File: config.mk
export PLATFORM = sky130hd
export DESIGN_NAME = adv_packet_scramble_crc_builder_unit_flat
export DESIGN_NICKNAME = d
export VERILOG_FILES = /design/src/design/apsc_pkg.sv /design/src/design/apsc_cmd_if.sv /design/src/design/apsc_byte_if.sv /design/src/design/apsc_cfg.sv /design/src/design/apsc_lcg.sv /design/src/design/apsc_crc.sv /design/src/design/adv_packet_scramble_crc_builder_unit.sv /design/src/flat_wrapper.sv
export SDC_FILE = /design/constraint.sdc
export NUM_CORES = 1
export LEC_CHECK = 0
export ABC_AREA = 1
export BUFFER_PORTS_ARGS = -buffer_cell sky130_fd_sc_hd__buf_2
export CORE_UTILIZATION = 57
export CTS_CLUSTER_SIZE = 10
export DETAILED_ROUTE_END_ITERATION = 12
export PLACE_DENSITY = 0.79
export SLEW_MARGIN = 30
export SYNTH_ARGS = -nofsm -noshare
export SYNTH_HDL_FRONTEND = slang
export SYNTH_SLANG_ARGS = --single-unit
export TNS_END_PERCENT = 50
File: constraint.sdc
create_clock -name clk -period 8.7 [get_ports clk]
set_clock_uncertainty 0.1 [all_clocks]
set_input_delay 0.87 -clock clk [delete_from_list [all_inputs] [get_ports clk]]
set_output_delay 0.87 -clock clk [all_outputs]
set_load 0.01 [all_outputs]
File: src/design/apsc_pkg.sv
package apsc_pkg;

	localparam int ADDR_W = 5;
	localparam int DATA_W = 64;

	localparam int HDR_BYTES  = 8;
	localparam int BODY_BYTES = 18;

	localparam logic [4:0] BODY_LAST  = 5'd17;
	localparam logic [4:0] FRAME_LAST = 5'd27;
	localparam logic [4:0] CRC_HI_POS = 5'd8;
	localparam logic [4:0] CRC_LO_POS = 5'd9;

	localparam logic [7:0]  FRAME_LEN_BYTE = 8'd27;
	localparam logic [7:0]  TYPE_BYTE      = 8'hFF;
	localparam logic [7:0]  SEQ_RESET      = 8'hFD;
	localparam logic [39:0] HDR_RESET      = 40'h040857797A;

	localparam logic [31:0] LCG_MUL  = 32'd214013;
	localparam logic [31:0] LCG_INC  = 32'd2531011;
	localparam logic [15:0] CRC_POLY = 16'h1021;
	localparam logic [15:0] CRC_INIT = 16'hFFFF;

	localparam logic [1:0] REG_HEADER_ID      = 2'd0;
	localparam logic [1:0] REG_OWN_MAC        = 2'd1;
	localparam logic [1:0] REG_REMOTE_COUNTER = 2'd2;

	typedef enum logic [1:0] {
		ST_IDLE,
		ST_SCRAMBLE,
		ST_EMIT
	} apsc_state_t;

	typedef struct packed {
		logic load;
		logic step;
	} apsc_ctl_t;

endpackage

File: src/design/apsc_cmd_if.sv
interface apsc_cmd_if;
	logic        valid;
	logic        ready;
	logic [15:0] command;
	logic [7:0]  hop_limit;
	logic [63:0] payload;
	logic [3:0]  payload_len;
	logic [63:0] pad_bytes;

	modport source (
		output valid, command, hop_limit, payload, payload_len, pad_bytes,
		input  ready
	);
	modport sink (
		input  valid, command, hop_limit, payload, payload_len, pad_bytes,
		output ready
	);
endinterface

File: src/design/apsc_byte_if.sv
interface apsc_byte_if;
	logic       valid;
	logic       ready;
	logic [7:0] frame_byte;
	logic [4:0] byte_index;
	logic       last;

	modport source (
		output valid, frame_byte, byte_index, last,
		input  ready
	);
	modport sink (
		input  valid, frame_byte, byte_index, last,
		output ready
	);
endinterface

File: src/design/apsc_cfg.sv
module apsc_cfg (
	input  logic                       clk,
	input  logic                       arst_n,
	input  logic                       psel,
	input  logic                       penable,
	input  logic                       pwrite,
	input  logic [apsc_pkg::ADDR_W-1:0] paddr,
	input  logic [apsc_pkg::DATA_W-1:0] pwdata,
	output logic [apsc_pkg::DATA_W-1:0] prdata,
	output logic                       pready,
	output logic [39:0]                header_id,
	output logic [47:0]                own_mac,
	output logic [1:0]                 remote_counter
);
	import apsc_pkg::*;

	logic [39:0] header_q;
	logic [47:0] mac_q;
	logic [1:0]  rc_q;
	logic [1:0]  idx;
	logic        wr;

	assign idx    = paddr[4:3];
	assign wr     = psel & penable & pwrite;
	assign pready = 1'b1;

	always_ff @(posedge clk or negedge arst_n) begin
		if (!arst_n) begin
			header_q <= HDR_RESET;
			mac_q    <= '0;
			rc_q     <= '0;
		end else if (wr) begin
			unique case (idx)
				REG_HEADER_ID:      header_q <= pwdata[39:0];
				REG_OWN_MAC:        mac_q    <= pwdata[47:0];
				REG_REMOTE_COUNTER: rc_q     <= pwdata[1:0];
				default: ;
			endcase
		end
	end

	always_comb begin
		unique case (idx)
			REG_HEADER_ID:      prdata = {24'h0, header_q};
			REG_OWN_MAC:        prdata = {16'h0, mac_q};
			REG_REMOTE_COUNTER: prdata = {62'h0, rc_q};
			default:            prdata = '0;
		endcase
	end

	assign header_id      = header_q;
	assign own_mac        = mac_q;
	assign remote_counter = rc_q;
endmodule

File: src/design/apsc_lcg.sv
module apsc_lcg (
	input  logic                clk,
	input  logic                arst_n,
	input  apsc_pkg::apsc_ctl_t ctl,
	input  logic [7:0]          seed,
	output logic [7:0]          key
);
	import apsc_pkg::*;

	logic [31:0] seed_q;
	logic [31:0] nxt;

	assign nxt = 32'(seed_q * LCG_MUL + LCG_INC);

	always_ff @(posedge clk or negedge arst_n) begin
		if (!arst_n) begin
			seed_q <= '0;
		end else if (ctl.load) begin
			seed_q <= {24'h0, seed};
		end else if (ctl.step) begin
			seed_q <= nxt;
		end
	end

	assign key = seed_q[23:16];
endmodule

File: src/design/apsc_crc.sv
module apsc_crc (
	input  logic                clk,
	input  logic                arst_n,
	input  apsc_pkg::apsc_ctl_t ctl,
	input  logic [7:0]          data,
	output logic [15:0]         crc
);
	import apsc_pkg::*;

	logic [15:0] crc_q;
	logic [15:0] nxt;

	// reflected shifts, byte folded into the low end
	always_comb begin
		nxt = crc_q ^ {8'h00, data};
		for (int k = 0; k < 8; k++) begin
			if (nxt[0]) begin
				nxt = (nxt >> 1) ^ CRC_POLY;
			end else begin
				nxt = nxt >> 1;
			end
		end
	end

	always_ff @(posedge clk or negedge arst_n) begin
		if (!arst_n) begin
			crc_q <= CRC_INIT;
		end else if (ctl.load) begin
			crc_q <= CRC_INIT;
		end else if (ctl.step) begin
			crc_q <= nxt;
		end
	end

	assign crc = crc_q;
endmodule

File: src/design/adv_packet_scramble_crc_builder_unit.sv
// Advertising frame builder.
// cmd: one command transfer (command, hop_limit, payload, payload_len, pad_bytes)
//   is taken while the builder is idle; payload_len above 8 acts as 8.
// frm: the 28-byte frame leaves one byte per transfer with byte_index and
//   last, last set on byte 27.
// APB: header_id at 0x00, own_mac at 0x08, remote_counter at 0x10, 64-bit
//   data; write only between frames.
// Flow: after the command transfer, the scramble phase passes bytes 10..27 once
//   through the byte-wide scrambler and CRC (one byte per cycle, one LCG
//   multiply per cycle), then the emit phase sends the frame from the byte
//   shift registers.
// Stalls: frm.ready low holds the output register and freezes the sender;
//   cmd.ready stays low until the frame has been handed to the output register.
// Reset: sequence number 0xFD, registers to their defaults, no frame pending.
module adv_packet_scramble_crc_builder_unit (
	input  logic                        clk,
	input  logic                        arst_n,
	input  logic                        psel,
	input  logic                        penable,
	input  logic                        pwrite,
	input  logic [apsc_pkg::ADDR_W-1:0] paddr,
	input  logic [apsc_pkg::DATA_W-1:0] pwdata,
	output logic [apsc_pkg::DATA_W-1:0] prdata,
	output logic                        pready,
	apsc_cmd_if.sink                    cmd,
	apsc_byte_if.source                 frm
);
	import apsc_pkg::*;

	apsc_state_t state_q, state_nxt;
	logic [4:0]  cnt_q;
	logic [7:0]  seq_q;
	logic [7:0]  hdr_q  [HDR_BYTES];
	logic [7:0]  body_q [BODY_BYTES];

	logic        out_v_q;
	logic [7:0]  out_byte_q;
	logic [4:0]  out_idx_q;
	logic        out_last_q;

	logic [39:0] header_id;
	logic [47:0] own_mac;
	logic [1:0]  remote_counter;
	logic [7:0]  key;
	logic [15:0] crc;
	logic [7:0]  scr_byte;
	logic [7:0]  emit_byte;

	logic        take;
	logic        scr;
	logic        emit;
	apsc_ctl_t   lcg_ctl;
	apsc_ctl_t   crc_ctl;

	apsc_cfg u_cfg (
		.clk            (clk),
		.arst_n         (arst_n),
		.psel           (psel),
		.penable        (penable),
		.pwrite         (pwrite),
		.paddr          (paddr),
		.pwdata         (pwdata),
		.prdata         (prdata),
		.pready         (pready),
		.header_id      (header_id),
		.own_mac        (own_mac),
		.remote_counter (remote_counter)
	);

	apsc_lcg u_lcg (
		.clk    (clk),
		.arst_n (arst_n),
		.ctl    (lcg_ctl),
		.seed   (seq_q),
		.key    (key)
	);

	apsc_crc u_crc (
		.clk    (clk),
		.arst_n (arst_n),
		.ctl    (crc_ctl),
		.data   (scr_byte),
		.crc    (crc)
	);

	// next state
	always_comb begin
		state_nxt = state_q;
		unique case (state_q)
			ST_IDLE:     if (cmd.valid) state_nxt = ST_SCRAMBLE;
			ST_SCRAMBLE: if (cnt_q == BODY_LAST) state_nxt = ST_EMIT;
			ST_EMIT:     if (emit && cnt_q == FRAME_LAST) state_nxt = ST_IDLE;
			default:     state_nxt = ST_IDLE;
		endcase
	end

	// control outputs
	always_comb begin
		cmd.ready = (state_q == ST_IDLE);
		take      = (state_q == ST_IDLE) && cmd.valid;
		scr       = (state_q == ST_SCRAMBLE);
		emit      = (state_q == ST_EMIT) && (!out_v_q || frm.ready);
		lcg_ctl   = '{load: take, step: scr};
		crc_ctl   = '{load: take, step: scr};
	end

	// byte 10 (sequence) goes into the CRC unscrambled
	assign scr_byte = (cnt_q == 5'd0) ? body_q[0] : (body_q[0] ^ key);

	always_comb begin
		priority if (cnt_q < 5'(HDR_BYTES)) begin
			emit_byte = hdr_q[0];
		end else if (cnt_q == CRC_HI_POS) begin
			emit_byte = crc[15:8];
		end else if (cnt_q == CRC_LO_POS) begin
			emit_byte = crc[7:0];
		end else begin
			emit_byte = body_q[0];
		end
	end

	always_ff @(posedge clk or negedge arst_n) begin
		if (!arst_n) begin
			state_q <= ST_IDLE;
			cnt_q   <= '0;
			seq_q   <= SEQ_RESET;
			out_v_q <= 1'b0;
		end else begin
			state_q <= state_nxt;
			if (take) begin
				cnt_q <= '0;
			end else if (scr) begin
				cnt_q <= (cnt_q == BODY_LAST) ? 5'd0 : cnt_q + 5'd1;
			end else if (emit) begin
				cnt_q <= (cnt_q == FRAME_LAST) ? 5'd0 : cnt_q + 5'd1;
			end
			if (emit && cnt_q == FRAME_LAST) begin
				seq_q <= seq_q + 8'd1;
			end
			if (emit) begin
				out_v_q <= 1'b1;
			end else if (frm.ready) begin
				out_v_q <= 1'b0;
			end
		end
	end

	always_ff @(posedge clk) begin
		if (emit) begin
			out_byte_q <= emit_byte;
			out_idx_q  <= cnt_q;
			out_last_q <= (cnt_q == FRAME_LAST);
		end
	end

	always_ff @(posedge clk) begin
		if (take) begin
			hdr_q[0] <= FRAME_LEN_BYTE;
			hdr_q[1] <= TYPE_BYTE;
			for (int k = 0; k < 5; k++) begin
				hdr_q[2+k] <= header_id[8*(4-k) +: 8];
			end
			hdr_q[7] <= cmd.hop_limit;
		end else if (emit && cnt_q < 5'(HDR_BYTES)) begin
			for (int k = 0; k < HDR_BYTES - 1; k++) begin
				hdr_q[k] <= hdr_q[k+1];
			end
		end
	end

	always_ff @(posedge clk) begin
		if (take) begin
			body_q[0] <= seq_q;
			body_q[1] <= 8'h00;
			body_q[2] <= {remote_counter, own_mac[5:0]};
			for (int k = 1; k < 6; k++) begin
				body_q[2+k] <= own_mac[8*k +: 8];
			end
			body_q[8] <= cmd.command[15:8];
			body_q[9] <= cmd.command[7:0];
			for (int k = 0; k < 8; k++) begin
				body_q[10+k] <= (4'(k) < cmd.payload_len) ? cmd.payload[8*k +: 8]
				                                          : cmd.pad_bytes[8*k +: 8];
			end
		end else if (scr) begin
			for (int k = 0; k < BODY_BYTES - 1; k++) begin
				body_q[k] <= body_q[k+1];
			end
			body_q[BODY_BYTES-1] <= scr_byte;
		end else if (emit && cnt_q > CRC_LO_POS) begin
			for (int k = 0; k < BODY_BYTES - 1; k++) begin
				body_q[k] <= body_q[k+1];
			end
		end
	end

	assign frm.valid      = out_v_q;
	assign frm.frame_byte = out_byte_q;
	assign frm.byte_index = out_idx_q;
	assign frm.last       = out_last_q;
endmodule

File: src/flat_wrapper.sv
// flat-port wrapper written by rule: the top's interface ports become plain ports
module adv_packet_scramble_crc_builder_unit_flat import apsc_pkg::*;
  (clk, arst_n, psel, penable, pwrite, paddr, pwdata, prdata, pready, cmd_valid, cmd_command, cmd_hop_limit, cmd_payload, cmd_payload_len, cmd_pad_bytes, cmd_ready, frm_valid, frm_frame_byte, frm_byte_index, frm_last, frm_ready);
  apsc_cmd_if cmd_i ();
  apsc_byte_if frm_i ();
  input  logic clk;
  input  logic arst_n;
  input  logic psel;
  input  logic penable;
  input  logic pwrite;
  input  logic [apsc_pkg::ADDR_W-1:0] paddr;
  input  logic [apsc_pkg::DATA_W-1:0] pwdata;
  output logic [apsc_pkg::DATA_W-1:0] prdata;
  output logic pready;
  input wire logic [$bits(cmd_i.valid)-1:0] cmd_valid;
  input wire logic [$bits(cmd_i.command)-1:0] cmd_command;
  input wire logic [$bits(cmd_i.hop_limit)-1:0] cmd_hop_limit;
  input wire logic [$bits(cmd_i.payload)-1:0] cmd_payload;
  input wire logic [$bits(cmd_i.payload_len)-1:0] cmd_payload_len;
  input wire logic [$bits(cmd_i.pad_bytes)-1:0] cmd_pad_bytes;
  output wire logic [$bits(cmd_i.ready)-1:0] cmd_ready;
  output wire logic [$bits(frm_i.valid)-1:0] frm_valid;
  output wire logic [$bits(frm_i.frame_byte)-1:0] frm_frame_byte;
  output wire logic [$bits(frm_i.byte_index)-1:0] frm_byte_index;
  output wire logic [$bits(frm_i.last)-1:0] frm_last;
  input wire logic [$bits(frm_i.ready)-1:0] frm_ready;
  assign cmd_i.valid = cmd_valid;
  assign cmd_i.command = cmd_command;
  assign cmd_i.hop_limit = cmd_hop_limit;
  assign cmd_i.payload = cmd_payload;
  assign cmd_i.payload_len = cmd_payload_len;
  assign cmd_i.pad_bytes = cmd_pad_bytes;
  assign cmd_ready = cmd_i.ready;
  assign frm_valid = frm_i.valid;
  assign frm_frame_byte = frm_i.frame_byte;
  assign frm_byte_index = frm_i.byte_index;
  assign frm_last = frm_i.last;
  assign frm_i.ready = frm_ready;
  adv_packet_scramble_crc_builder_unit u_core (.clk(clk), .arst_n(arst_n), .psel(psel), .penable(penable), .pwrite(pwrite), .paddr(paddr), .pwdata(pwdata), .prdata(prdata), .pready(pready), .cmd(cmd_i), .frm(frm_i));
endmodule
==> impl_table.tex, run 1 <==
\begin{tabular}{lr}
\hline
Metric & Value \\
\hline
\multicolumn{2}{l}{\textbf{Yosys}} \\
Post-synthesis sequential area ratio & between 40\% and 50\% \\
Cell type with the largest total area after synthesis & edfxtp\_1 \\
Yosys cell types & 50 \\
Total of flip-flops plus latches after synthesis & between 300 and 400 \\
Mean post-synth cell area & around 9.4 um\^{}2 \\
Post-synth top flop & edfxtp\_1 \\
FFs w/ async S/R, synth & about two fifths \\
Yosys Warn Count & 0 \\
Area contributors post-synth & edfxtp\_1, dfrtp\_1, fa\_1, nand2\_1, inv\_1 \\
Cell count after synthesis & 2325 \\
Syn Std Cell Area & roughly 22000 um\^{}2 \\
Count of flip-flops with a built-in enable after synthesis & 222 \\
Area share of the largest cell type after synthesis & a little under a third \\
\multicolumn{2}{l}{\textbf{Finish}} \\
Commonest cells after routing, fill and taps aside & nand2\_1, inv\_1, buf\_2, o21ai\_0, edfxtp\_1 \\
Final antenna diode count & 0 \\
Area occupied by multi-input gates & $\sim$9500 um\^{}2 \\
Number of nets in the finished design & a little over 3k \\
Count of filler cells inserted in the layout & 3056 \\
Layout Area Growth over Synthesis & 14.2\% \\
Most common cell after layout, fill and taps aside & nand2\_1 \\
Final cell count without fillers & 3125 \\
Share of cells above drive strength 1 & between 10\% and 20\% \\
Register area & $\sim$10000 um\^{}2 \\
\multicolumn{2}{l}{\textbf{Floorplan}} \\
Floorplan Core Area & between 30000 and 40000 um\^{}2 \\
Starting density of the core & just under 60\% \\
Floorplan row count & 71 \\
Vertical die dimension & roughly 200 um \\
Area of the die & a little under 40000 um\^{}2 \\
I/O pin total & approximately 310 \\
Die X & 198 um \\
\multicolumn{2}{l}{\textbf{Detailed routing}} \\
Total Routed Length & around 56000 um \\
Via density per instance & about 5.4 \\
DRT iter0 DRCs & 1491 \\
Detailed-route wire length per cell & $\sim$18 um \\
DRC violations left & 0 \\
Number of iterations in the first detailed-routing pass & 6 \\
Total number of vias & about 17k \\
Number of nets with antenna violations after detailed routing & 0 \\
\multicolumn{2}{l}{\textbf{Clock tree}} \\
Hold\_buf cts & 0 \\
Maximum clock insertion buffer count & 3 \\
TritonCTS buffer count & 43 \\
Clock transition at path regs & 60 ps \\
Number of post-CTS setup repair buffers & 0 \\
Clock H-tree levels & 2 \\
TritonCTS clock tree & done \\
Sink count of the clock tree & $\sim$370 \\
CTS resizes & 0 \\
Clock root buffer & clkbuf\_16 \\
Latest clock arrival within the worst-skew pair & between 500 and 600 ps \\
\multicolumn{2}{l}{\textbf{Placement}} \\
Count of buffers inserted at the top-level ports & about 280 \\
Final estimated routing congestion in global placement & 0.947 \\
Inst Count DP & about 3.0k \\
HPWL after detailed placement & between 40000 and 50000 um \\
\multicolumn{2}{l}{\textbf{Worst setup path}} \\
Critical Path Start Type & register \\
Slowest stage delay, CP & between 600 and 700 ps \\
Crit path arrival time & approximately 6500 ps \\
Cells traversed along the worst timing path & fa\_1 > xor2\_1 > ha\_1 > inv\_1 > fa\_1 > inv\_1 > ha\_1 > inv\_1 > fa\_1 > fa\_1 > inv\_1 > ha\_1 > nand2\_1 > o21ai\_0 > inv\_1 > o21ai\_0 > inv\_1 > o21ai\_0 > a21oi\_1 > o21ai\_0 > a21oi\_1 > o21ai\_0 > o21ai\_0 \\
Worst reg2reg endpoint & u\_core.u\_lcg.seed\_q[18] \\
Worst flop-to-flop path startpoint & u\_core.u\_lcg.seed\_q[0] \\
Required time worst endpoint & approximately 9000 ps \\
Classification of the worst setup path & reg -> reg \\
Cells on worst reg2reg path & 23 \\
Worst R2R Setup Slack & approximately 2500 ps \\
Setup crit end kind & register \\
Worst path slowest cell & fa\_1 \\
Peak fanout along the critical path & 10 \\
\multicolumn{2}{l}{\textbf{STA}} \\
Period minus WS final & slightly above 6000 ps \\
Number of failing hold endpoints at the final stage & 0 \\
Number of slew-limit violations in the final report & 0 \\
Worst hold margin & approximately 280 ps \\
Fmax & between 150 and 200 MHz \\
Setup repair after global routing missed its margin & no \\
Fin crit share & 71.2\% \\
Setup TNS after final layout & 0 ps \\
Worst slew slack as a fraction of its limit & 40.2\% \\
Measured slew at the worst slew-check pin & roughly 890 ps \\
Finish-stage setup viols & 0 \\
\multicolumn{2}{l}{\textbf{Global routing}} \\
Gr usage total & between 20\% and 30\% \\
Largest net degree at the start of global routing & between 90 and 100 \\
Global-route wire length before repair & between 80000 and 90000 um \\
Antenna violations before repair & 0 \\
Number of global-route vias before repair & about 17k \\
Overflow left after global routing & 0 \\
\multicolumn{2}{l}{\textbf{Flow run}} \\
Max-cap viol count & 0 \\
\multicolumn{2}{l}{\textbf{Worst hold path}} \\
Path class of the lowest-slack min-delay path & in -> async \\
\multicolumn{2}{l}{\textbf{Run status}} \\
Outcome & finished clean \\
\hline
\end{tabular}
-- area by class of cell --
class,instances,area share [%]
Inverter,442,6.65
Sequential cell,366,41.4
Timing Repair Buffer,292,6.21
Clock inverter,6,0.181
Clock buffer,74,4.87
Tap cell,511,2.56
Multi-Input combinational cell,1434,38.1
-- synthesized netlist by cell type, drive strengths merged, types with 5 or more instances --
master and n:
edfxtp 222, o21ai 256, nand4 6, o221ai 8, xor2 42, o22ai 31, buf 24, dfrtp 106
nand3 51, o211ai 8, nand2 517, a31oi 45, inv 439, dfstp 38, nor2 107, nor3 5
clkbuf 74, fa 111, ha 108, mux2i 10, a21o 5, a21oi 59, or2 12, xnor2 16
-- layer usage --
layer,share of wire [%],wire length (um),track usage [%],vias to the layer above
met5,0,0,0,-
met4,3.2,1810,10.6,0
met3,6.5,3660,4.24,113
met2,50,28000,48.9,665
met1,40,22500,38.6,8166
li1,-,-,-,7961
-- flip-flops by register name, indices dropped and copies added, names as in the netlist --
signal and cells:
u_core.frm.frame_byte 8, u_core.frm.byte_index 5, u_core.frm.valid 1, u_core.u_cfg.header_id 40, u_core.frm.last 1, u_core.u_lcg.seed_q 24, u_core.body_q 144, u_core.u_crc.crc 14
u_core.cnt_q 5, u_core.u_cfg.own_mac 48, u_core.u_cfg.remote_counter 2, u_core.seq_q 8, u_core.hdr_q 64, u_core.state_q 2
-- through the flow --
stage | area [um^2] | setup slack, ps | utilization, %
final | 24900 | 2510 | 66.2
after detailed placement | 23600 | 2570 | 62.7
after CTS | 24900 | 2550 | 66.0
after floorplan | 21900 | 3260 | -
after global routing | 24900 | 2060 | 66.2
after global placement | 23600 | 2670 | 62.7
-- worst max-delay path, delay by kind of cell, from the launching register on --
| kind | cells | cell delay, ps |
|---|---|---|
| flip-flops | 1 | 590 |
| AO/OA/AOI/OAI | 8 | 1600 |
| AND/OR/NAND/NOR | 1 | 90 |
| adder cells (fa/ha/maj) | 7 | 3070 |
| XOR/XNOR | 1 | 210 |
| buffers and inverters | 6 | 380 |
-- how the worst max path moves through the flow --
stage / start / to / slack [ps] / cells past startpoint
after floorplan: u_core.u_lcg.seed_q[0] / u_core.u_lcg.seed_q[18] / 3260 / 24
after global placement: u_core.u_lcg.seed_q[0] / u_core.u_lcg.seed_q[18] / 2670 / 23
after detailed placement: u_core.u_lcg.seed_q[0] / u_core.u_lcg.seed_q[18] / 2570 / 23
after CTS: u_core.u_lcg.seed_q[0] / u_core.u_lcg.seed_q[18] / 2550 / 23
after global routing: u_core.u_lcg.seed_q[0] / u_core.u_lcg.seed_q[18] / 2060 / 23
final: u_core.u_lcg.seed_q[0] / u_core.u_lcg.seed_q[18] / 2510 / 23
-- kinds of logic (layout without fill, tap and decap cells) --
family,count (synthesis),count (layout),share of synthesized area [%]
AND/OR/NAND/NOR,703,703,13.2
buffers and inverters,540,814,9.61
flip-flops,366,366,47.3
AO/OA/AOI/OAI,427,427,10.7
multiplexers,10,10,0.459
adder cells (fa/ha/maj),219,219,16.4
XOR/XNOR,58,58,2.36
other,2,17,0.0344
Power of run 1 is not shown: default switching activity piles up to over one toggle a cycle in this logic, so the estimate is an artifact.
==> inputs of run 2 (changes only) <==
Clock period 8.7 ns to 5.8 ns, I/O delays scaled along.
==> run 2 against run 1 <==
  * The flow now finishes with violations (negative hold slack)
  * Critical path depth shrank 1
  * Count of clock-buffer cells in the layout grew 2
  * Final area grew 1.2%
  * Non-clock buffer count grew 30
  * Core utilization grew 0.81 points
==> impl_table.tex, run 2 (same netlist as run 1, synthesis figures left out) <==
\begin{tabular}{lr}
\hline
Metric & Value \\
\hline
\multicolumn{2}{l}{\textbf{Run status}} \\
Outcome & finished, violations left (was finished clean) \\
Violated checks & negative hold slack \\
\multicolumn{2}{l}{\textbf{STA}} \\
Finish-stage setup viols & 0 (unchanged) \\
Fmax & 181 MHz (was 162 MHz) \\
Fin crit share & 95.3\% (was 71.2\%) \\
Period minus WS final & 5530 ps (was 6190 ps) \\
Worst slew slack as a fraction of its limit & 35.5\% (was 40.2\%) \\
Measured slew at the worst slew-check pin & 961 ps (was 894 ps) \\
Worst hold margin & -10.5 ps (was 281 ps) \\
Number of slew-limit violations in the final report & 0 (unchanged) \\
Number of failing hold endpoints at the final stage & 4 (was 0) \\
\multicolumn{2}{l}{\textbf{Worst setup path}} \\
Crit. path cell count & 22 (was 23) \\
Critical Path Start Type & register (unchanged) \\
Dominant delay contributor by cell family on the critical path & adder cells (unchanged) \\
Setup crit end kind & register (unchanged) \\
Slowest stage delay, CP & 670 ps (was 680 ps) \\
Required time worst endpoint & 6130 ps (was 9010 ps) \\
Classification of the worst setup path & reg -> reg (unchanged) \\
Cells traversed along the worst timing path & buf\_4 > fa\_1 > xor2\_1 > ha\_1 > ha\_1 > inv\_1 > fa\_1 > inv\_1 > fa\_1 > inv\_1 > fa\_1 > inv\_1 > ha\_1 > nand2\_1 > o21ai\_0 > a21oi\_1 > nand3\_1 > nand3\_1 > nand2\_1 > a21oi\_1 > o21ai\_0 > nand2\_1 (was fa\_1 > xor2\_1 > ha\_1 > inv\_1 > fa\_1 > inv\_1 > ha\_1 > inv\_1 > fa\_1 > fa\_1 > inv\_1 > ha\_1 > nand2\_1 > o21ai\_0 > inv\_1 > o21ai\_0 > inv\_1 > o21ai\_0 > a21oi\_1 > o21ai\_0 > a21oi\_1 > o21ai\_0 > o21ai\_0) \\
Worst flop-to-flop path startpoint & u\_core.u\_lcg.seed\_q[6] (was u\_core.u\_lcg.seed\_q[0]) \\
Crit path arrival time & 5860 ps (was 6500 ps) \\
Cells on worst reg2reg path & 22 (was 23) \\
Sum of buffers and inverters on the critical path & 5 (was 6) \\
Peak fanout along the critical path & 7 (was 10) \\
Worst path slowest cell & fa\_1 (unchanged) \\
Critical path origin & u\_core.u\_lcg.seed\_q[6] (was u\_core.u\_lcg.seed\_q[0]) \\
\multicolumn{2}{l}{\textbf{Finish}} \\
Register area & 10300 um\^{}2 (about the same) \\
Area occupied by multi-input gates & 9550 um\^{}2 (was 9510 um\^{}2) \\
Final antenna diode count & 0 (unchanged) \\
Register with the most flip-flops & u\_core.body\_q (unchanged) \\
Layout Area Growth over Synthesis & 15.6\% (was 14.2\%) \\
Final cell count without fillers & 3155 (was 3125) \\
Share of cells above drive strength 1 & 18.3\% (was 16.5\%) \\
Most common cell after layout, fill and taps aside & nand2\_1 (unchanged) \\
Count of filler cells inserted in the layout & 3064 (was 3056) \\
Area of all placed cells without fillers & 25200 um\^{}2 (was 24900 um\^{}2) \\
Number of nets in the finished design & 3060 (was 3030) \\
Flip-flop count of the largest register after layout & 144 (unchanged) \\
Commonest cells after routing, fill and taps aside & nand2\_1, inv\_1, buf\_2, o21ai\_0, edfxtp\_1 (unchanged) \\
\multicolumn{2}{l}{\textbf{Detailed routing}} \\
DRC violations left & 0 (unchanged) \\
Number of nets with antenna violations after detailed routing & 0 (unchanged) \\
Number of iterations in the first detailed-routing pass & 6 (unchanged) \\
Detailed-route wire length per cell & 18.0 um (was 17.9 um) \\
Total Routed Length & 56800 um (was 55900 um) \\
Via density per instance & 5.43 (was 5.41) \\
Total number of vias & 17.1k (was 16.9k) \\
DRT iter0 DRCs & 1466 (was 1491) \\
\multicolumn{2}{l}{\textbf{Clock tree}} \\
Clock root buffer & clkbuf\_16 (unchanged) \\
Latest clock arrival within the worst-skew pair & 550 ps (was 560 ps) \\
TritonCTS clock tree & done (unchanged) \\
Clock transition at path regs & 60 ps (about the same) \\
Maximum clock insertion buffer count & 3 (unchanged) \\
TritonCTS buffer count & 43 (unchanged) \\
Sink count of the clock tree & 366 (unchanged) \\
Hold\_buf cts & 0 (unchanged) \\
Clock H-tree levels & 2 (unchanged) \\
\multicolumn{2}{l}{\textbf{Global routing}} \\
Overflow left after global routing & 0 (unchanged) \\
Antenna violations before repair & 2 (was 0) \\
Number of global-route vias before repair & 16.9k (was 16.6k) \\
Largest net degree at the start of global routing & 108 (was 92) \\
Gr usage total & 29.6\% (was 29.1\%) \\
Global-route wire length before repair & 89000 um (was 87500 um) \\
\multicolumn{2}{l}{\textbf{Floorplan}} \\
Floorplan Core Area & 37700 um\^{}2 (unchanged) \\
Die X & 198 um (unchanged) \\
Vertical die dimension & 198 um (unchanged) \\
I/O pin total & 313 (unchanged) \\
Area of the die & 39100 um\^{}2 (unchanged) \\
Floorplan row count & 71 (unchanged) \\
Starting density of the core & 58.0\% (unchanged) \\
\multicolumn{2}{l}{\textbf{Placement}} \\
Count of buffers inserted at the top-level ports & 276 (unchanged) \\
Area after detailed placement & 23800 um\^{}2 (was 23600 um\^{}2) \\
HPWL after detailed placement & 42700 um (was 41600 um) \\
Inst Count DP & 3072 (was 3043) \\
Final estimated routing congestion in global placement & 0.935 (was 0.947) \\
\multicolumn{2}{l}{\textbf{Flow run}} \\
Max-cap viol count & 0 (unchanged) \\
\multicolumn{2}{l}{\textbf{Worst hold path}} \\
Path class of the lowest-slack min-delay path & in -> async (unchanged) \\
\hline
\end{tabular}
==> run 2: layer usage <==
layer | routed length [um] | part of all wire (%) | track usage, % | up-vias
met5 | 11 | 0.019 | 0 | -
met4 | 2310 | 4.1 | 12.7 | 2
met3 | 4120 | 7.2 | 4.89 | 134
met2 | 28300 | 50 | 49.5 | 701
met1 | 22100 | 39 | 38.3 | 8292
li1 | - | - | - | 8014
==> run 2: repair_timing <==
| action | in CTS | in global routing |
|---|---|---|
| gates resized for setup | 0 | 27 |
| endpoints found under the setup margin | 0 | 10 |
| buffers inserted | 0 | 2 |
==> run 2: final cells by class <==
type                    instances  share of cell area, %
flip-flops and latches        366                   40.9
multi-input cells            1434                   37.9
repair buffers                322                   6.97
inverters                     442                   6.57
clock buffers                  76                   4.92
well taps                     511                   2.53
clock inverters                 4                  0.238
==> run 2: worst paths after layout <==
kind	endpoint	slack (ps)
worst min register to register	u_core.u_cfg.own_mac[29]	390
worst max register to register	u_core.u_lcg.seed_q[22]	270
worst min-delay path	u_core.u_cfg.own_mac[42]	-10
min in group clk	u_core.hdr_q[1][24]	110
max in group asynchronous	u_core.u_lcg.seed_q[5]	4220
worst max-delay path	u_core.u_lcg.seed_q[22]	270
==> run 2: stage by stage <==
stage | util [%] | setup WS (ps) | setup TNS [ps] | hold slack, ps
global route | 67.0 | -25.8 | -25.8 | 33.8
detailed placement | 63.3 | 59.4 | 0 | 373
CTS | 66.8 | 24.1 | 0 | 1.59
floorplan | - | 358 | 0 | 184
global placement | 63.3 | 158 | 0 | 365
finish | 67.0 | 272 | 0 | -10.5
Power of run 2 is left out for the same reason.
==> inputs of run 3 (changes only) <==
Clock period 5.8 ns to 6 ns, I/O delays scaled along.
==> run 3 against run 2 <==
  * The run still ends with negative hold slack left
  * Count of clock-buffer cells in the layout unchanged
  * Final area down 0.57%
  * Largest cell class unchanged
  * Sequential share of layout area up 0.23 points
  * Via count down 0.63%
  * Core utilization down 0.39 points
  * Register-to-register slack better by 50 ps
==> impl_table.tex, run 3 (same netlist as run 1, synthesis figures left out) <==
\begin{tabular}{lr}
\hline
Metric & Value \\
\hline
\multicolumn{2}{l}{\textbf{Run status}} \\
Outcome & finished, violations left (unchanged) \\
Violated checks & negative hold slack (unchanged) \\
\multicolumn{2}{l}{\textbf{Global routing}} \\
Most Used Layer, Global Route & met2 (unchanged) \\
Global routing usage on met3 & 5.26\% (was 4.89\%) \\
Antenna violations before repair & 4 (was 2) \\
Gr usage total & 29.4\% (was 29.6\%) \\
Overflow left after global routing & 0 (unchanged) \\
Number of global-route vias before repair & 16.7k (was 16.9k) \\
Largest net degree at the start of global routing & 121 (was 108) \\
Routing usage on met2 & 48.8\% (was 49.5\%) \\
Routing usage on met1 & 38.0\% (was 38.3\%) \\
Global-route wire length before repair & 88100 um (was 89000 um) \\
\multicolumn{2}{l}{\textbf{Worst setup path}} \\
Cell repeated most along the worst path & inv\_1 \\
Setup crit end kind & register (unchanged) \\
Cells on worst reg2reg path & 22 (unchanged) \\
Critical Path Start Type & register (unchanged) \\
Crit path arrival time & 5990 ps (was 5860 ps) \\
Peak fanout along the critical path & 5 (was 7) \\
Slowest stage delay, CP & 670 ps (about the same) \\
Required time worst endpoint & 6320 ps (was 6130 ps) \\
Worst reg2reg endpoint & u\_core.u\_lcg.seed\_q[22] (unchanged) \\
Worst flop-to-flop path startpoint & u\_core.u\_lcg.seed\_q[11] (was u\_core.u\_lcg.seed\_q[6]) \\
Worst path slowest cell & fa\_2 (was fa\_1) \\
Classification of the worst setup path & reg -> reg (unchanged) \\
Worst R2R Setup Slack & 330 ps (was 270 ps) \\
Cells traversed along the worst timing path & inv\_1 > fa\_2 > inv\_1 > fa\_1 > ha\_1 > inv\_1 > fa\_1 > inv\_1 > fa\_1 > inv\_1 > fa\_1 > inv\_1 > ha\_1 > nand2\_1 > nor4\_2 > nand4\_1 > nand3\_1 > nand3\_1 > nand2\_1 > a21oi\_1 > o21ai\_0 > nand2\_1 (was buf\_4 > fa\_1 > xor2\_1 > ha\_1 > ha\_1 > inv\_1 > fa\_1 > inv\_1 > fa\_1 > inv\_1 > fa\_1 > inv\_1 > ha\_1 > nand2\_1 > o21ai\_0 > a21oi\_1 > nand3\_1 > nand3\_1 > nand2\_1 > a21oi\_1 > o21ai\_0 > nand2\_1) \\
\multicolumn{2}{l}{\textbf{Finish}} \\
Share of cells above drive strength 1 & 17.3\% (was 18.3\%) \\
Most common cell after layout, fill and taps aside & nand2\_1 (unchanged) \\
Commonest cells after routing, fill and taps aside & nand2\_1, inv\_1, buf\_2, o21ai\_0, edfxtp\_1 (unchanged) \\
Final cell count without fillers & 3138 (was 3155) \\
Layout Area Growth over Synthesis & 14.9\% (was 15.6\%) \\
Count of filler cells inserted in the layout & 3053 (was 3064) \\
Flip-flop count of the largest register after layout & 144 (unchanged) \\
Register with the most flip-flops & u\_core.body\_q (unchanged) \\
Number of nets in the finished design & 3043 (was 3060) \\
\multicolumn{2}{l}{\textbf{Detailed routing}} \\
Total number of vias & 17.0k (was 17.1k) \\
Total Routed Length & 56700 um (was 56800 um) \\
Number of nets with antenna violations after detailed routing & 0 (unchanged) \\
DRT iter0 DRCs & 1489 (was 1466) \\
Via density per instance & 5.43 (about the same) \\
Number of iterations in the first detailed-routing pass & 5 (was 6) \\
Detailed-route wire length per cell & 18.1 um (was 18.0 um) \\
DRC violations left & 0 (unchanged) \\
\multicolumn{2}{l}{\textbf{Clock tree}} \\
Maximum clock insertion buffer count & 3 (unchanged) \\
Clock H-tree levels & 2 (unchanged) \\
Clock transition at path regs & 50 ps (was 60 ps) \\
Sink count of the clock tree & 366 (unchanged) \\
Clock root buffer & clkbuf\_16 (unchanged) \\
Hold\_buf cts & 0 (unchanged) \\
TritonCTS buffer count & 43 (unchanged) \\
TritonCTS clock tree & done (unchanged) \\
Latest clock arrival within the worst-skew pair & 560 ps (was 550 ps) \\
\multicolumn{2}{l}{\textbf{Floorplan}} \\
Die X & 198 um (unchanged) \\
Vertical die dimension & 198 um (unchanged) \\
I/O pin total & 313 (unchanged) \\
Area of the die & 39100 um\^{}2 (unchanged) \\
Floorplan Core Area & 37700 um\^{}2 (unchanged) \\
Floorplan row count & 71 (unchanged) \\
Starting density of the core & 58.0\% (unchanged) \\
\multicolumn{2}{l}{\textbf{STA}} \\
Number of failing hold endpoints at the final stage & 3 (was 4) \\
Setup TNS after final layout & 0 ps (unchanged) \\
Worst setup slack after layout & 325 ps (was 272 ps) \\
Number of slew-limit violations in the final report & 0 (unchanged) \\
Worst hold margin & -12.0 ps (was -10.5 ps) \\
Fin crit share & 94.6\% (was 95.3\%) \\
Finish-stage setup viols & 0 (unchanged) \\
Period minus WS final & 5670 ps (was 5530 ps) \\
Setup repair after global routing missed its margin & no \\
Worst slew slack as a fraction of its limit & 34.8\% (was 35.5\%) \\
Fmax & 176 MHz (was 181 MHz) \\
Measured slew at the worst slew-check pin & 972 ps (was 961 ps) \\
\multicolumn{2}{l}{\textbf{Placement}} \\
HPWL after detailed placement & 42000 um (was 42700 um) \\
Post-placement setup slack & 176 ps (was 59.4 ps) \\
Final estimated routing congestion in global placement & 0.940 (was 0.935) \\
Count of buffers inserted at the top-level ports & 276 (unchanged) \\
Inst Count DP & 3057 (was 3072) \\
\multicolumn{2}{l}{\textbf{Flow run}} \\
Max-cap viol count & 0 (unchanged) \\
\multicolumn{2}{l}{\textbf{Worst hold path}} \\
Path class of the lowest-slack min-delay path & in -> async (unchanged) \\
\hline
\end{tabular}
-- run 3: layout make-up --
type / count / area [um^2] / area share [%]
clock buffer: 76 / 1240 / 4.95
timing repair buffer: 305 / 1650 / 6.59
antenna: 1 / 2.50 / 0.00997
sequential: 366 / 10300 / 41.1
clock inverter: 3 / 42.5 / 0.170
multi-input combinational: 1434 / 9530 / 38.0
inverter: 442 / 1660 / 6.61
tap: 511 / 639 / 2.55
-- run 3: repair_timing --
| item | in CTS | in global routing |
|---|---|---|
| setup endpoints to repair | 0 | 4 |
| resized for setup | 0 | 13 |
| setup buffers | 0 | 0 |
-- run 3: worst max-delay path by stage --
stage	cells past startpoint	startpoint	endpoint
finish	22	u_core.u_lcg.seed_q[11]	u_core.u_lcg.seed_q[22]
global route	23	u_core.u_lcg.seed_q[3]	u_core.u_lcg.seed_q[23]
CTS	25	u_core.u_lcg.seed_q[8]	u_core.u_lcg.seed_q[23]
detailed placement	25	u_core.u_lcg.seed_q[8]	u_core.u_lcg.seed_q[23]
global placement	25	u_core.u_lcg.seed_q[8]	u_core.u_lcg.seed_q[23]
floorplan	24	u_core.u_lcg.seed_q[0]	u_core.u_lcg.seed_q[18]
-- run 3: routing by layer --
layer | up-vias | wire length [um]
met5 | - | 41
met4 | 6 | 2230
met3 | 147 | 4130
met2 | 687 | 28100
met1 | 8215 | 22200
li1 | 7980 | -
-- run 3: stage by stage --
stage          utilization, %  cell area (um^2)
6_report                 66.6             25100
5_1_grt                  66.6             25100
4_1_cts                  66.5             25000
3_5_place_dp             63.0             23700
3_3_place_gp             63.0             23700
2_1_floorplan               -             21900
-- run 3: critical path: cells and delay by family (launching register included) --
family / cells / cell delay [ps]
AOI/OAI and AO/OA: 2 / 180
buffers and inverters: 6 / 470
and+or+nand+nor: 7 / 1030
adders and majority gates: 7 / 3330
DFF: 1 / 440
Power of run 3 is left out for the same reason.
